--- config.mk ---
export PLATFORM = sky130hd
export DESIGN_NAME = midpoint_circle_rasterizer
export DESIGN_NICKNAME = d
export VERILOG_FILES = /design/src/rtl/mcr_pkg.sv /design/src/rtl/mcr_front.sv /design/src/rtl/mcr_queue.sv /design/src/rtl/mcr_back.sv /design/src/rtl/midpoint_circle_rasterizer.sv
export SDC_FILE = /design/constraint.sdc
export NUM_CORES = 1
export LEC_CHECK = 0
export BUFFER_PORTS_ARGS = -buffer_cell sky130_fd_sc_hd__buf_2
export CAP_MARGIN = 20
export CORE_ASPECT_RATIO = 1.25
export CORE_MARGIN = 2
export CORE_UTILIZATION = 35
export DETAILED_ROUTE_END_ITERATION = 10
export PLACE_DENSITY = 0.52
export REMOVE_ABC_BUFFERS = 1
export SLEW_MARGIN = 40
export SYNTH_ARGS = -nofsm -noshare
export SYNTH_HDL_FRONTEND = slang
export SYNTH_SLANG_ARGS = --single-unit
--- constraint.sdc ---
create_clock -name aclk -period 4.5 [get_ports aclk]
set_input_delay 0.675 -clock aclk [delete_from_list [all_inputs] [get_ports aclk]]
set_output_delay 0.675 -clock aclk [all_outputs]
set_load 0.1 [all_outputs]
--- src/rtl/mcr_pkg.sv ---
`timescale 1ns / 1ps

package mcr_pkg;

    localparam int SURFACE_SIZE_DEF = 256;
    localparam logic [31:0] PIXEL_COLOR_RST = 32'h00FF00FF;

    localparam int RADIUS_W = 7;
    localparam int COORD_W  = 8;
    localparam int COLOR_W  = 32;
    localparam int X_W      = 9;
    localparam int Y_W      = 8;
    localparam int ERR_W    = 12;
    localparam int DX_W     = 11;
    localparam int DY_W     = 10;
    localparam int PIX_PER_STEP = 8;
    localparam int PIX_IDX_W    = $clog2(PIX_PER_STEP);

    typedef enum logic {
        CMD_START = 1'b0,
        CMD_STEP  = 1'b1
    } mcr_cmd_t;

    // One octant point to be mirrored into eight pixel writes.
    typedef struct packed {
        logic [RADIUS_W-1:0] x;
        logic [RADIUS_W-1:0] y;
        logic                done;
    } mcr_job_t;

    typedef struct packed {
        logic     push;
        mcr_job_t job;
    } mcr_push_t;

    typedef struct packed {
        logic     valid;
        mcr_job_t job;
    } mcr_head_t;

endpackage

--- src/rtl/mcr_front.sv ---
`timescale 1ns / 1ps

module mcr_front
    import mcr_pkg::*;
(
    input  logic                aclk,
    input  logic                aresetn,
    input  logic                in_accept,
    input  logic                in_cmd,
    input  logic [RADIUS_W-1:0] in_radius,
    output mcr_push_t           push_out
);

    logic signed [X_W-1:0]   x_reg,   x_next;
    logic        [Y_W-1:0]   y_reg,   y_next;
    logic signed [ERR_W-1:0] err_reg, err_next;
    logic signed [DX_W-1:0]  dx_reg,  dx_next;
    logic signed [DY_W-1:0]  dy_reg,  dy_next;
    logic                    active_reg, active_next;

    logic signed [ERR_W-1:0] err_step;
    logic                    is_step;
    logic                    done;

    assign is_step = (in_cmd == CMD_STEP);

    always_comb begin
        x_next      = x_reg;
        y_next      = y_reg;
        err_next    = err_reg;
        dx_next     = dx_reg;
        dy_next     = dy_reg;
        active_next = active_reg;
        err_step    = err_reg + ERR_W'(dy_reg);
        done        = 1'b0;

        push_out.push   = 1'b0;
        push_out.job.x  = x_reg[RADIUS_W-1:0];
        push_out.job.y  = y_reg[RADIUS_W-1:0];
        push_out.job.done = 1'b0;

        if (in_accept && !is_step) begin
            x_next      = X_W'(in_radius);
            y_next      = '0;
            err_next    = ERR_W'({in_radius, 1'b0}) - ERR_W'(1);
            dx_next     = DX_W'({in_radius, 2'b00}) - DX_W'(4);
            dy_next     = -DY_W'(2);
            active_next = 1'b1;
        end else if (in_accept && active_reg) begin
            y_next   = y_reg + Y_W'(1);
            dy_next  = dy_reg - DY_W'(4);
            err_next = err_step;
            if (err_step < 0) begin
                err_next = err_step + ERR_W'(dx_reg);
                dx_next  = dx_reg - DX_W'(4);
                x_next   = x_reg - X_W'(1);
            end
            done = $signed({1'b0, y_next}) > x_next;
            if (done) begin
                active_next = 1'b0;
            end
            push_out.push     = 1'b1;
            push_out.job.done = done;
        end
    end

    always_ff @(posedge aclk) begin
        if (!aresetn) begin
            x_reg      <= '0;
            y_reg      <= '0;
            err_reg    <= '0;
            dx_reg     <= '0;
            dy_reg     <= '0;
            active_reg <= 1'b0;
        end else begin
            x_reg      <= x_next;
            y_reg      <= y_next;
            err_reg    <= err_next;
            dx_reg     <= dx_next;
            dy_reg     <= dy_next;
            active_reg <= active_next;
        end
    end

endmodule

--- src/rtl/mcr_queue.sv ---
`timescale 1ns / 1ps

module mcr_queue
    import mcr_pkg::*;
(
    input  logic      aclk,
    input  logic      aresetn,
    input  mcr_push_t push_in,
    input  logic      pop,
    output mcr_head_t head,
    output logic      full
);

    mcr_job_t   mem [2];
    logic       wr_ptr_reg, wr_ptr_next;
    logic       rd_ptr_reg, rd_ptr_next;
    logic [1:0] count_reg,  count_next;
    logic       do_pop;

    assign do_pop     = pop && (count_reg != 2'd0);
    assign full       = (count_reg == 2'd2);
    assign head.valid = (count_reg != 2'd0);
    assign head.job   = mem[rd_ptr_reg];

    always_comb begin
        wr_ptr_next = wr_ptr_reg;
        rd_ptr_next = rd_ptr_reg;
        count_next  = count_reg;
        if (push_in.push) begin
            wr_ptr_next = ~wr_ptr_reg;
        end
        if (do_pop) begin
            rd_ptr_next = ~rd_ptr_reg;
        end
        if (push_in.push && !do_pop) begin
            count_next = count_reg + 2'd1;
        end else if (do_pop && !push_in.push) begin
            count_next = count_reg - 2'd1;
        end
    end

    always_ff @(posedge aclk) begin
        if (push_in.push) begin
            mem[wr_ptr_reg] <= push_in.job;
        end
    end

    always_ff @(posedge aclk) begin
        if (!aresetn) begin
            wr_ptr_reg <= 1'b0;
            rd_ptr_reg <= 1'b0;
            count_reg  <= 2'd0;
        end else begin
            wr_ptr_reg <= wr_ptr_next;
            rd_ptr_reg <= rd_ptr_next;
            count_reg  <= count_next;
        end
    end

endmodule

--- src/rtl/mcr_back.sv ---
`timescale 1ns / 1ps

module mcr_back
    import mcr_pkg::*;
#(
    parameter int SURFACE_SIZE = SURFACE_SIZE_DEF
) (
    input  logic                aclk,
    input  logic                aresetn,
    input  mcr_head_t           head,
    output logic                pop,
    input  logic [COLOR_W-1:0]  pixel_color,
    output logic                out_valid,
    input  logic                out_ready,
    output logic [COORD_W-1:0]  out_row,
    output logic [COORD_W-1:0]  out_column,
    output logic [COLOR_W-1:0]  out_color,
    output logic                out_last,
    output logic                out_done
);

    localparam int OFS_W   = RADIUS_W + 1;
    localparam int LUT_LEN = 2 ** OFS_W;

    // Wrapped surface coordinate for each signed offset from the centre.
    logic [COORD_W-1:0] wrap_lut [LUT_LEN];

    for (genvar i = 0; i < LUT_LEN; i++) begin : g_wrap
        localparam int Ofs = (i < LUT_LEN / 2) ? i : i - LUT_LEN;
        localparam int Wrapped =
            (((SURFACE_SIZE / 2) + Ofs) % SURFACE_SIZE + SURFACE_SIZE) % SURFACE_SIZE;
        assign wrap_lut[i] = COORD_W'(Wrapped);
    end

    mcr_job_t             job_reg,       job_next;
    logic                 job_valid_reg, job_valid_next;
    logic [PIX_IDX_W-1:0] idx_reg,       idx_next;
    logic                 out_valid_reg, out_valid_next;
    logic [COORD_W-1:0]   row_reg,       row_next;
    logic [COORD_W-1:0]   column_reg,    column_next;
    logic [COLOR_W-1:0]   color_reg,     color_next;
    logic                 last_reg,      last_next;
    logic                 done_reg,      done_next;

    logic                 advance;
    logic                 final_pix;
    logic [RADIUS_W-1:0]  row_mag, col_mag;
    logic [OFS_W-1:0]     row_ofs, col_ofs;

    assign advance   = job_valid_reg && (!out_valid_reg || out_ready);
    assign final_pix = (idx_reg == PIX_IDX_W'(PIX_PER_STEP - 1));
    assign pop       = head.valid && (!job_valid_reg || (advance && final_pix));

    // The upper index bit swaps the roles of X and Y; the lower two bits pick the signs.
    assign row_mag = idx_reg[2] ? job_reg.x : job_reg.y;
    assign col_mag = idx_reg[2] ? job_reg.y : job_reg.x;
    assign row_ofs = idx_reg[1] ? {1'b0, row_mag} : -{1'b0, row_mag};
    assign col_ofs = idx_reg[0] ? {1'b0, col_mag} : -{1'b0, col_mag};

    always_comb begin
        job_next       = job_reg;
        job_valid_next = job_valid_reg;
        idx_next       = idx_reg;
        out_valid_next = out_valid_reg;
        row_next       = row_reg;
        column_next    = column_reg;
        color_next     = color_reg;
        last_next      = last_reg;
        done_next      = done_reg;

        if (out_valid_reg && out_ready) begin
            out_valid_next = 1'b0;
        end

        if (advance) begin
            out_valid_next = 1'b1;
            row_next       = wrap_lut[row_ofs];
            column_next    = wrap_lut[col_ofs];
            color_next     = pixel_color;
            last_next      = final_pix;
            done_next      = final_pix && job_reg.done;
            idx_next       = idx_reg + PIX_IDX_W'(1);
            if (final_pix) begin
                job_valid_next = 1'b0;
            end
        end

        if (pop) begin
            job_next       = head.job;
            job_valid_next = 1'b1;
            idx_next       = '0;
        end
    end

    always_ff @(posedge aclk) begin
        job_reg    <= job_next;
        row_reg    <= row_next;
        column_reg <= column_next;
        color_reg  <= color_next;
        last_reg   <= last_next;
        done_reg   <= done_next;
    end

    always_ff @(posedge aclk) begin
        if (!aresetn) begin
            job_valid_reg <= 1'b0;
            idx_reg       <= '0;
            out_valid_reg <= 1'b0;
        end else begin
            job_valid_reg <= job_valid_next;
            idx_reg       <= idx_next;
            out_valid_reg <= out_valid_next;
        end
    end

    assign out_valid  = out_valid_reg;
    assign out_row    = row_reg;
    assign out_column = column_reg;
    assign out_color  = color_reg;
    assign out_last   = last_reg;
    assign out_done   = done_reg;

endmodule

--- src/rtl/midpoint_circle_rasterizer.sv ---
`timescale 1ns / 1ps

// Channel   Direction  Word contents (lowest bit first)
// s_        in         tdata: radius[6:0], zero pad;  tuser: command
// m_        out        tdata: row[7:0], column[15:8], colour[47:16];
//                      tlast: last of step;  tuser: circle done
// cfg_      in         cfg_wdata: pixel colour, written when cfg_we is high
//
// A start word produces no output. A step word taken while a circle is active yields
// eight output words, one per cycle while m_tready is high, from the pixel sequencer
// of the back end.
// A two-entry job queue sits between the front and back ends; input stalls only when
// it is full. A low m_tready holds the output word. Reset is synchronous and clears
// all control state; the colour register returns to 0x00FF00FF.

module midpoint_circle_rasterizer
    import mcr_pkg::*;
#(
    parameter int SURFACE_SIZE = SURFACE_SIZE_DEF
) (
    input  logic               aclk,
    input  logic               aresetn,
    input  logic               s_tvalid,
    output logic               s_tready,
    input  logic [7:0]         s_tdata,   // radius[6:0], zero pad
    input  logic [0:0]         s_tuser,   // command
    output logic               m_tvalid,
    input  logic               m_tready,
    output logic [47:0]        m_tdata,   // row, column, pixel_color_res
    output logic               m_tlast,
    output logic [0:0]         m_tuser,   // circle_done
    input  logic               cfg_we,
    input  logic [COLOR_W-1:0] cfg_wdata
);

    logic [COLOR_W-1:0] pixel_color_reg;
    logic               in_accept;
    logic               queue_full;
    logic               pop;
    mcr_push_t          push;
    mcr_head_t          head;
    logic [COORD_W-1:0] row;
    logic [COORD_W-1:0] column;
    logic [COLOR_W-1:0] color;

    assign s_tready  = !queue_full;
    assign in_accept = s_tvalid && s_tready;

    always_ff @(posedge aclk) begin
        if (!aresetn) begin
            pixel_color_reg <= PIXEL_COLOR_RST;
        end else if (cfg_we) begin
            pixel_color_reg <= cfg_wdata;
        end
    end

    mcr_front u_front (
        .aclk      (aclk),
        .aresetn   (aresetn),
        .in_accept (in_accept),
        .in_cmd    (s_tuser[0]),
        .in_radius (s_tdata[RADIUS_W-1:0]),
        .push_out  (push)
    );

    mcr_queue u_queue (
        .aclk    (aclk),
        .aresetn (aresetn),
        .push_in (push),
        .pop     (pop),
        .head    (head),
        .full    (queue_full)
    );

    mcr_back #(
        .SURFACE_SIZE (SURFACE_SIZE)
    ) u_back (
        .aclk        (aclk),
        .aresetn     (aresetn),
        .head        (head),
        .pop         (pop),
        .pixel_color (pixel_color_reg),
        .out_valid   (m_tvalid),
        .out_ready   (m_tready),
        .out_row     (row),
        .out_column  (column),
        .out_color   (color),
        .out_last    (m_tlast),
        .out_done    (m_tuser[0])
    );

    assign m_tdata = {color, column, row};

endmodule
==> metrics.txt, run 1 <==
largest net degree at the start of global routing between 50 and 60; data arrival time at the worst-slack endpoint 4.04 ns; crit end category register; outcome finished, final reports clean; CTS HTree Levels 4; Vias 5820; Synth-to-Final Area Change 17.5%; syn_area_per_cell 11.0 um2; synth unique cells 59; worst r2r src u_front.err_reg[1]$_SDFFE_PN0P_; post_cts resized 0; Power Total 6.07 mW; worst ir drop on vdd 279 uV; Least-Margin Pin Slew 0.805 ns; CTS buffer count 17; initial antenna violation count 0; post-cts hold buffer count 0; Hold Startpoint pixel_color_reg[19]$_SDFFE_PN1P_; worst path cell trace ha_1 -> inv_1 -> fa_1 -> nor2b_4 -> o31a_1 -> o21a_1 -> or4_4 -> and2_4 -> or2_2 -> and2_1 -> ha_1 -> o21a_1 -> o21ai_0 -> a21oi_1 -> o211ai_1 -> nand2_1 -> o211ai_1 -> o21ai_0; Tcrit/Tclk final 0.863; top cell type's share of synthesized area 0.335; pwr/cell area 608 nW/um2; final hold vios 0; first-pass GRT wire length 29300 um; Post-Syn Instances 771; Synth area leader edfxtp_1; Switching Share 0.426; Post-Syn Area 8510 um2; # IOs 98; crit path buf inv count 1; Clock Path Buffers 2; asr flop ratio synth 0; Total Wirelength roughly 18000 um; crit path from u_front.err_reg[1]$_SDFFE_PN0P_; EDFF count, synth 95; sw power 2.59 mW; Final setup viols 0; startpoint class of the critical path register; combinational power share 0.370; routability-driven placement congestion ratio between 0.8 and 0.9; drt pass-1 iters 4; GR Overflow Total 0; hpwl dp 13100 um; clock-pin slew on the worst setup and hold paths roughly 0.080 ns; CP peak stage delay 0.47 ns; ANT cells 0; Main synth FF type edfxtp_1; Fmax 258 MHz; type of the most critical hold path register to register; Sum Neg Setup Slack 0 ns; layout cell share with drive strength beyond 1 0.202; # rows between 60 and 70; Ys Warns 0; Slew HR 0.463; critical path class register to register; Placed Cells 1174; DRC Markers 0; Worst path top cell family by delay simple AND/OR/NAND/NOR gates; vias in the first global route around 5500; Via density between 4 and 5; largest cells by area after synthesis edfxtp_1 34%, dfxtp_1 21%, mux2i_1 5.6%; #FFs+latches synth 183; Max-Cap Viols 0; NumNets Final approximately 950; final core occ 0.420; Tmin final 3.88 ns; number of I/O port buffers 96; initial detailed-routing violation count 220; Starting Density 0.357; fin area 10000 um2; Int Pwr approximately 3.5 mW; clock power share 0.251; sequential share of the synthesized area 0.542; Crit-path slowest cell or4_4; Leak approximately 3.8 nW; Post-DP Area 9370 um2; Global Route Usage Sum 0.148; DR WL/cell 15.1 um; antenna-violating nets left 0; die height 178 um; CTS tree built; Die Wd ~140 um; Final Skew 0.0107 ns; Post-CTS Setup Inserts 0; Reg power frac 0.380; worst skew pair latency 0.43 ns; Clock Sink Count 183; most frequent cells in the layout 102 x nor2_1, 95 x buf_2, 95 x edfxtp_1; commonest non-fill, non-tap cell in the layout nor2_1; Required @ worst endpoint 4.66 ns; Crit Path Max Fanout 4; die area 25600 um2; core area ~24000 um2; unrepaired setup endpoints after global routing false; fin. max-slew vios 0; clk root buf clkbuf_16; final cell count without fillers between 1000 and 1500
## metrics by stage
step / setup slack (ns) / hold slack, ns
6_report: 0.618 / 0.432
3_5_place_dp: 0.580 / 0.412
3_3_place_gp: 0.566 / 0.409
4_1_cts: 0.564 / 0.432
2_1_floorplan: 0.833 / 0.408
5_1_grt: 0.325 / 0.443
## kinds of logic (layout without fill, tap and decap cells)
kind of cell,Yosys count,in the layout,synth area share
compound gates,131,131,0.0975
mux,66,66,0.0803
flops,183,183,0.542
buf+inv,57,167,0.0274
fa+ha+maj,38,38,0.0568
xor+xnor,64,64,0.0659
simple gates,232,232,0.130
## synth_stat cells, drive strengths merged, types with 5 or more instances
cell / instances
nand3: 9
xnor2: 47
nor4: 5
nor3: 21
mux2i: 48
clkbuf: 23
mux2: 18
a211oi: 13
dfxtp: 88
buf: 9
inv: 24
or2: 5
o21a: 8
a21oi: 43
o21ai: 26
ha: 37
edfxtp: 95
nor2: 103
nand2: 52
or3: 7
o22ai: 6
xor2: 17
## worst register-to-register path, delay by kind of cell, from the launching register on
family | cells | cell delay, ns
DFF | 1 | 0.33
and+or+nand+nor | 6 | 1.23
adders and majority gates | 3 | 0.74
AOI/OAI and AO/OA | 8 | 1.23
buffers and inverters | 1 | 0.08
## routing by layer
layer,vias up,wire length (um),GRT usage,part of all wire
met4,0,215,0.0413,0.012
met2,110,9580,0.264,0.52
met3,15,683,0.0290,0.037
li1,2959,-,-,-
met1,2736,7770,0.180,0.43
met5,-,0,0,0
## worst paths after layout
kind	end	depth (start not counted)	slack [ns]
worst max-delay path	u_queue.mem[1][0]$_DFFE_PP_	18	0.62
worst min-delay path	u_back.out_color[19]$_DFFE_PP_	0	0.43
worst max register to register	u_queue.mem[1][0]$_DFFE_PP_	18	0.62
worst min register to register	u_back.out_color[19]$_DFFE_PP_	0	0.43
## power by group through the flow
stage	registers (mW)	logic, mW	clock network, mW
finish	2.31	2.25	1.52
global route	2.34	2.44	1.63
CTS	2.31	2.27	1.56
detailed placement	2.35	2.26	0
global placement	2.34	2.25	0
floorplan	3.16	0.989	0
## final cells by class
type                       count  area (um2)
clock buffer                  17         425
clock inverter                15         203
fill                        2356       13800
inverter                      25        96.3
multi-input combinational    531        3660
sequential                   183        4610
tap                          325         407
timing repair buffer         110         588
Power figures use the tool's default switching activity.
==> run 2, diff against run 1 <==
--- a/config.mk
+++ b/config.mk
@@ -16,4 +16,5 @@
 export SLEW_MARGIN = 40
 export SYNTH_ARGS = -nofsm -noshare
 export SYNTH_HDL_FRONTEND = slang
+export SYNTH_HIERARCHICAL = 1
 export SYNTH_SLANG_ARGS = --single-unit
==> run 2 against run 1 <==
Compared with the run above: non-clock buffer count is the same; sequential power shrank 17%; final area up 1.8%; via count increased by 2.6%; register-to-register slack got worse by 0.06 ns; global-route usage down 0.30 points; largest cell class unchanged; sequential cell count increased by 1; first-iteration DRC count rose by 14%; critical path type unchanged; clock power is essentially flat.
==> metrics.txt, run 2 <==
outcome finished, final reports clean; Final setup viols 0; Worst path top cell family by delay compound AO/OA/AOI/OAI gates; Final WS setup 0.562 ns; initial antenna violation count 0; Slew HR 0.485; asr flop ratio synth 0; pre-CTS setup slack roughly 0.56 ns; met3 WL 619 um; DRC Markers 0; most frequent cells in the layout 95 x buf_2, 95 x edfxtp_1, 89 x dfxtp_1; critical path class register to register; CTS HTree Levels 4; Via density 4.88; post-cts hold buffer count 0; crit end category register; syn_area_per_cell approximately 11 um2; DR WL/cell 15.7 um; die height 182 um; DRT met1 WL between 8000 and 9000 um; Crit-path slowest cell mux2i_4; Main synth FF type edfxtp_1; #FFs+latches synth approximately 180; Fmax about 250 MHz; first-pass GRT wire length 30700 um; Reg power frac 0.456; r2r setup slk 0.56 ns; fin. max-slew vios 0; worst ir drop on vdd 236 uV; worst path cell trace ha_1 -> inv_1 -> fa_1 -> nand2b_1 -> a21oi_1 -> a31o_2 -> mux2i_4 -> or2_2 -> a21oi_1 -> ha_1 -> nor2b_1 -> o21a_1 -> o211ai_1 -> nand3_1 -> o221ai_1 -> a31oi_1; number of I/O port buffers 96; clock-pin slew on the worst setup and hold paths 0.07 ns; pwr/cell area 413 nW/um2; metal2 WL 10200 um; Max-Cap Viols 0; clk root buf clkbuf_16; Least-Margin Pin Slew 0.767 ns; initial detailed-routing violation count 251; Synth area leader edfxtp_1; Global Route Usage Sum 0.145; synth unique cells a little under 70; Required @ worst endpoint 4.64 ns; routability-driven placement congestion ratio a little under 0.8; sw power about 1.3 mW; CP peak stage delay about 0.52 ns; Sum Neg Setup Slack 0 ns; # IOs between 90 and 100; # rows 65; Highest Signal Layer met4; GR Overflow Total 0; Tmin final 3.94 ns; core area 25100 um2; post_cts resized 0; Ys Warns 6; Post-CTS Setup Inserts 0; Synth-to-Final Area Change 14.4%; vias in the first global route 5901; crit path buf inv count 1; Post-Syn Instances 796; startpoint class of the critical path register; Int Pwr 2.87 mW; combinational power share 0.179; Switching Share 0.318; top cell type's share of synthesized area 0.321; Total Wirelength 19200 um; ANT cells 0; EDFF count, synth 95; Clock Path Buffers 2; CTS buffer count 17; Starting Density 0.354; drt pass-1 iters 4; Final Skew 0.0133 ns; antenna-violating nets left 0; final core occ 0.405; hpwl dp 13600 um; most common cell in the netlist edfxtp_1; Crit Path Max Fanout 15; final hold vios 0; largest cells by area after synthesis edfxtp_1 32%, dfxtp_1 20%, ha_1 5.2%; clock power share 0.364; largest net degree at the start of global routing 37; Tcrit/Tclk final 0.875; type of the most critical hold path register to register; layout cell share with drive strength beyond 1 0.202; Vias 5972; Leak 3.89 nW; Die Wd 147 um; CTS tree built; NumNets Final 959; unrepaired setup endpoints after global routing false; Clock Sink Count 184; Post-Syn Area 8900 um2; data arrival time at the worst-slack endpoint 4.08 ns; synth cell count leaders 95 x edfxtp_1, 89 x dfxtp_1, 48 x nand2_1, 45 x a21oi_1, 45 x mux2i_1; worst skew pair latency 0.43 ns; die area 26700 um2; sequential share of the synthesized area 0.521
## run 2: changes by cell type after synthesis, sizes merged, moves of 4 or more
cell and change:
o31ai +4, o22ai +5, nor2b +25, a31oi +5, clkbuf -8, buf +26
nor2 -60, xnor2 -8, xor2 +6, nor3 +18, a211oi -4, nand2 -4
## run 2: power groups by stage
stage / Combinational, mW / Sequential (mW) / Clock, mW
floorplan: 0.389 / 2.14 / 0
global placement: 0.755 / 1.96 / 0
detailed placement: 0.759 / 1.96 / 0
CTS: 0.762 / 1.92 / 1.58
global route: 0.829 / 1.93 / 1.64
finish: 0.756 / 1.92 / 1.53
## run 2: cell families (layout without fill, tap and decap cells)
group / Yosys count / after routing / synth area share
multiplexers: 63 / 63 / 0.0747
flip-flops: 184 / 184 / 0.521
AO/OA/AOI/OAI: 152 / 152 / 0.110
adder cells (fa/ha/maj): 38 / 38 / 0.0543
XOR/XNOR: 62 / 62 / 0.0610
buffers and inverters: 74 / 166 / 0.0488
AND/OR/NAND/NOR: 223 / 223 / 0.130
## run 2: cell type report
cell class                 count  area [um2]
inverter                      24        90.1
multi-input combinational    538        3830
timing repair buffer         110         588
tap                          335         419
fill                        2467       14900
clock inverter                15         193
sequential                   184        4630
clock buffer                  17         425
## run 2: path summary, 6_finish.rpt
check                                         from                        endpoint  cells past startpoint
hold reg to reg   pixel_color_reg[24]$_SDFFE_PN0P_  u_back/out_color[24]$_DFFE_PP_                      0
setup / recovery    u_front/dy_reg[1]$_SDFFE_PN0P_     u_queue/mem[1][0]$_DFFE_PP_                     16
setup reg to reg    u_front/dy_reg[1]$_SDFFE_PN0P_     u_queue/mem[1][0]$_DFFE_PP_                     16
hold / removal    pixel_color_reg[24]$_SDFFE_PN0P_  u_back/out_color[24]$_DFFE_PP_                      0
## run 2: layer usage
| layer | global-route usage | vias to the layer above |
|---|---|---|
| met3 | 0.0305 | 20 |
| li1 | - | 3044 |
| met5 | 0 | - |
| met4 | 0.0412 | 0 |
| met2 | 0.272 | 96 |
| met1 | 0.164 | 2812 |
## run 2: worst register-to-register path, delay by kind of cell (launching register included)
kind / cells / cell delay (ns)
AO/OA/AOI/OAI: 7 / 1.15
adder cells (fa/ha/maj): 3 / 0.89
AND/OR/NAND/NOR: 4 / 0.67
multiplexers: 1 / 0.52
flip-flops: 1 / 0.34
buffers and inverters: 1 / 0.07
## run 2: metrics by stage
| step | total power, mW | hold WS, ns | cell area (um2) | cells |
|---|---|---|---|---|
| 3_5_place_dp | 2.72 | 0.414 | 9560 | 1191 |
| 4_1_cts | 4.26 | 0.433 | 10200 | 1223 |
| 6_report | 4.21 | 0.431 | 10200 | 1223 |
| 5_1_grt | 4.40 | 0.431 | 10200 | 1223 |
| 2_1_floorplan | 2.52 | 0.408 | 8550 | 746 |
| 3_3_place_gp | 2.71 | 0.409 | 9560 | 1191 |
==> run 3, diff against run 2 <==
--- a/config.mk
+++ b/config.mk
@@ -7,11 +7,13 @@
 export LEC_CHECK = 0
 export BUFFER_PORTS_ARGS = -buffer_cell sky130_fd_sc_hd__buf_2
 export CAP_MARGIN = 20
+export CELL_PAD_IN_SITES_DETAIL_PLACEMENT = 1
+export CELL_PAD_IN_SITES_GLOBAL_PLACEMENT = 1
 export CORE_ASPECT_RATIO = 1.25
 export CORE_MARGIN = 2
 export CORE_UTILIZATION = 35
 export DETAILED_ROUTE_END_ITERATION = 10
-export PLACE_DENSITY = 0.52
+export PLACE_DENSITY_LB_ADDON = 0.1
 export REMOVE_ABC_BUFFERS = 1
 export SLEW_MARGIN = 40
 export SYNTH_ARGS = -nofsm -noshare
==> run 3 against run 2 <==
Compared with the run above: utilization decreased by 0.23 points; fmax decreased by 3.3%; global-route usage increased by 1.9 points; first-iteration DRC count decreased by 27%; sequential power about the same; total power decreased by 1.8%; worst setup slack got worse by 0.13 ns; clock power decreased by 6%; combinational power increased by 1%.
==> metrics.txt, run 3 (synthesis results as in run 2) <==
outcome finished, final reports clean; Placed Cells 1189; critical path class register to register; # IOs between 90 and 100; Tcrit/Tclk final 0.905; Fmax 246 MHz; type of the most critical hold path register to register; Clock Sink Count 184; initial antenna violation count 0; data arrival time at the worst-slack endpoint 4.22 ns; Max-Cap Viols 0; number of I/O port buffers 96; Post-CTS Setup Inserts 0; Global Route Usage Sum 0.164; CTS tree built; Leak approximately 3.9 nW; vias in the first global route 6681; Via density 5.06; worst skew pair latency 0.44 ns; fin area around 10000 um2; GR Overflow Total 0; Synth-to-Final Area Change 13.8%; Final setup viols 0; Sum Neg Setup Slack 0 ns; final core occ 0.403; crit end category register; hpwl dp 15100 um; most frequent cells in the layout 95 x buf_2, 95 x edfxtp_1, 89 x dfxtp_1; Slew HR 0.484; worst ir drop on vdd between 200 and 300 uV; final cell count without fillers 1221; Clock Path Buffers 2; fin. max-slew vios 0; die height 182 um; Post-DP Area 9550 um2; Required @ worst endpoint 4.65 ns; worst path cell trace ha_1 -> inv_1 -> fa_1 -> nand2b_1 -> a21oi_1 -> a31o_2 -> mux2i_4 -> or2_2 -> buf_4 -> nor3_1 -> xnor2_1 -> ha_1 -> a22oi_1 -> nand3_1 -> o221ai_1 -> a31oi_1; core area around 25000 um2; pwr/cell area around 410 nW/um2; ANT cells 0; post_cts resized 0; unrepaired setup endpoints after global routing false; die area 26700 um2; Tmin final just over 4 ns; drt pass-1 iters 5; Final Skew 0.0122 ns; final hold vios 0; initial detailed-routing violation count 182; # rows between 60 and 70; Most common cell on crit path ha_1; DR WL/cell 17.0 um; Vias 6175; Worst path top cell family by delay compound AO/OA/AOI/OAI gates; post-cts hold buffer count 0; Die Wd 147 um; CTS buffer count 17; crit path buf inv count 2; startpoint class of the critical path register; largest net degree at the start of global routing 59; Crit-path slowest cell mux2i_4; CP peak stage delay 0.53 ns; clock-pin slew on the worst setup and hold paths 0.07 ns; NumNets Final 957; routability-driven placement congestion ratio 0.816; Power Total 4.14 mW; Least-Margin Pin Slew 0.770 ns; Starting Density 0.354; Crit Path Max Fanout 15; layout cell share with drive strength beyond 1 0.199; CTS HTree Levels 4; Total Wirelength 20800 um; DRC Markers 0; first-pass GRT wire length roughly 35000 um; clk root buf clkbuf_16; antenna-violating nets left 0
run 3: worst paths after layout:
kind                                     to                        startpoint  slack, ns  cells after the start
max             u_queue/mem[0][0]$_DFFE_PP_   u_front/err_reg[1]$_SDFFE_PN0P_       0.43                     16
min          u_back/out_color[26]$_DFFE_PP_  pixel_color_reg[26]$_SDFFE_PN0P_       0.42                      0
max reg2reg     u_queue/mem[0][0]$_DFFE_PP_   u_front/err_reg[1]$_SDFFE_PN0P_       0.43                     16
min reg2reg  u_back/out_color[26]$_DFFE_PP_  pixel_color_reg[26]$_SDFFE_PN0P_       0.42                      0
run 3: metal layers:
metal,wire length [um],share of wire,track usage,vias up
li1,-,-,-,3046
met5,0,0,0,-
met4,234,0.011,0.0520,0
met1,9090,0.44,0.196,3001
met2,10700,0.51,0.295,113
met3,747,0.036,0.0353,15
run 3: worst register-to-register path, delay by kind of cell, from the launching register on:
| family | cells | cell delay, ns |
|---|---|---|
| xor gates and xnor gates | 1 | 0.19 |
| buffers and inverters | 2 | 0.30 |
| and+or+nand+nor | 4 | 0.62 |
| AOI/OAI and AO/OA | 5 | 0.93 |
| DFF | 1 | 0.34 |
| muxes | 1 | 0.53 |
| adders and majority gates | 3 | 0.88 |
run 3: through the flow:
| stage | hold slack (ns) | setup WS, ns |
|---|---|---|
| 3_3_place_gp | 0.409 | 0.603 |
| 4_1_cts | 0.431 | 0.419 |
| 5_1_grt | 0.436 | 0.131 |
| 6_report | 0.424 | 0.429 |
| 3_5_place_dp | 0.413 | 0.445 |
| 2_1_floorplan | 0.408 | 1.00 |
run 3: power breakdown:
| group | switching [mW] | total, mW | internal [mW] |
|---|---|---|---|
| Sequential | 0.0646 | 1.93 | 1.86 |
| Combinational | 0.521 | 0.766 | 0.245 |
| Clock | 0.674 | 1.44 | 0.769 |
run 3: final cells by class:
type                            instances  area (um2)
Multi-Input combinational cell        538        3830
Clock inverter                         13         109
Clock buffer                           19         464
Fill cell                            2772       15000
Timing Repair Buffer                  108         573
Sequential cell                       184        4630
Inverter                               24        92.6
Tap cell                              335         419
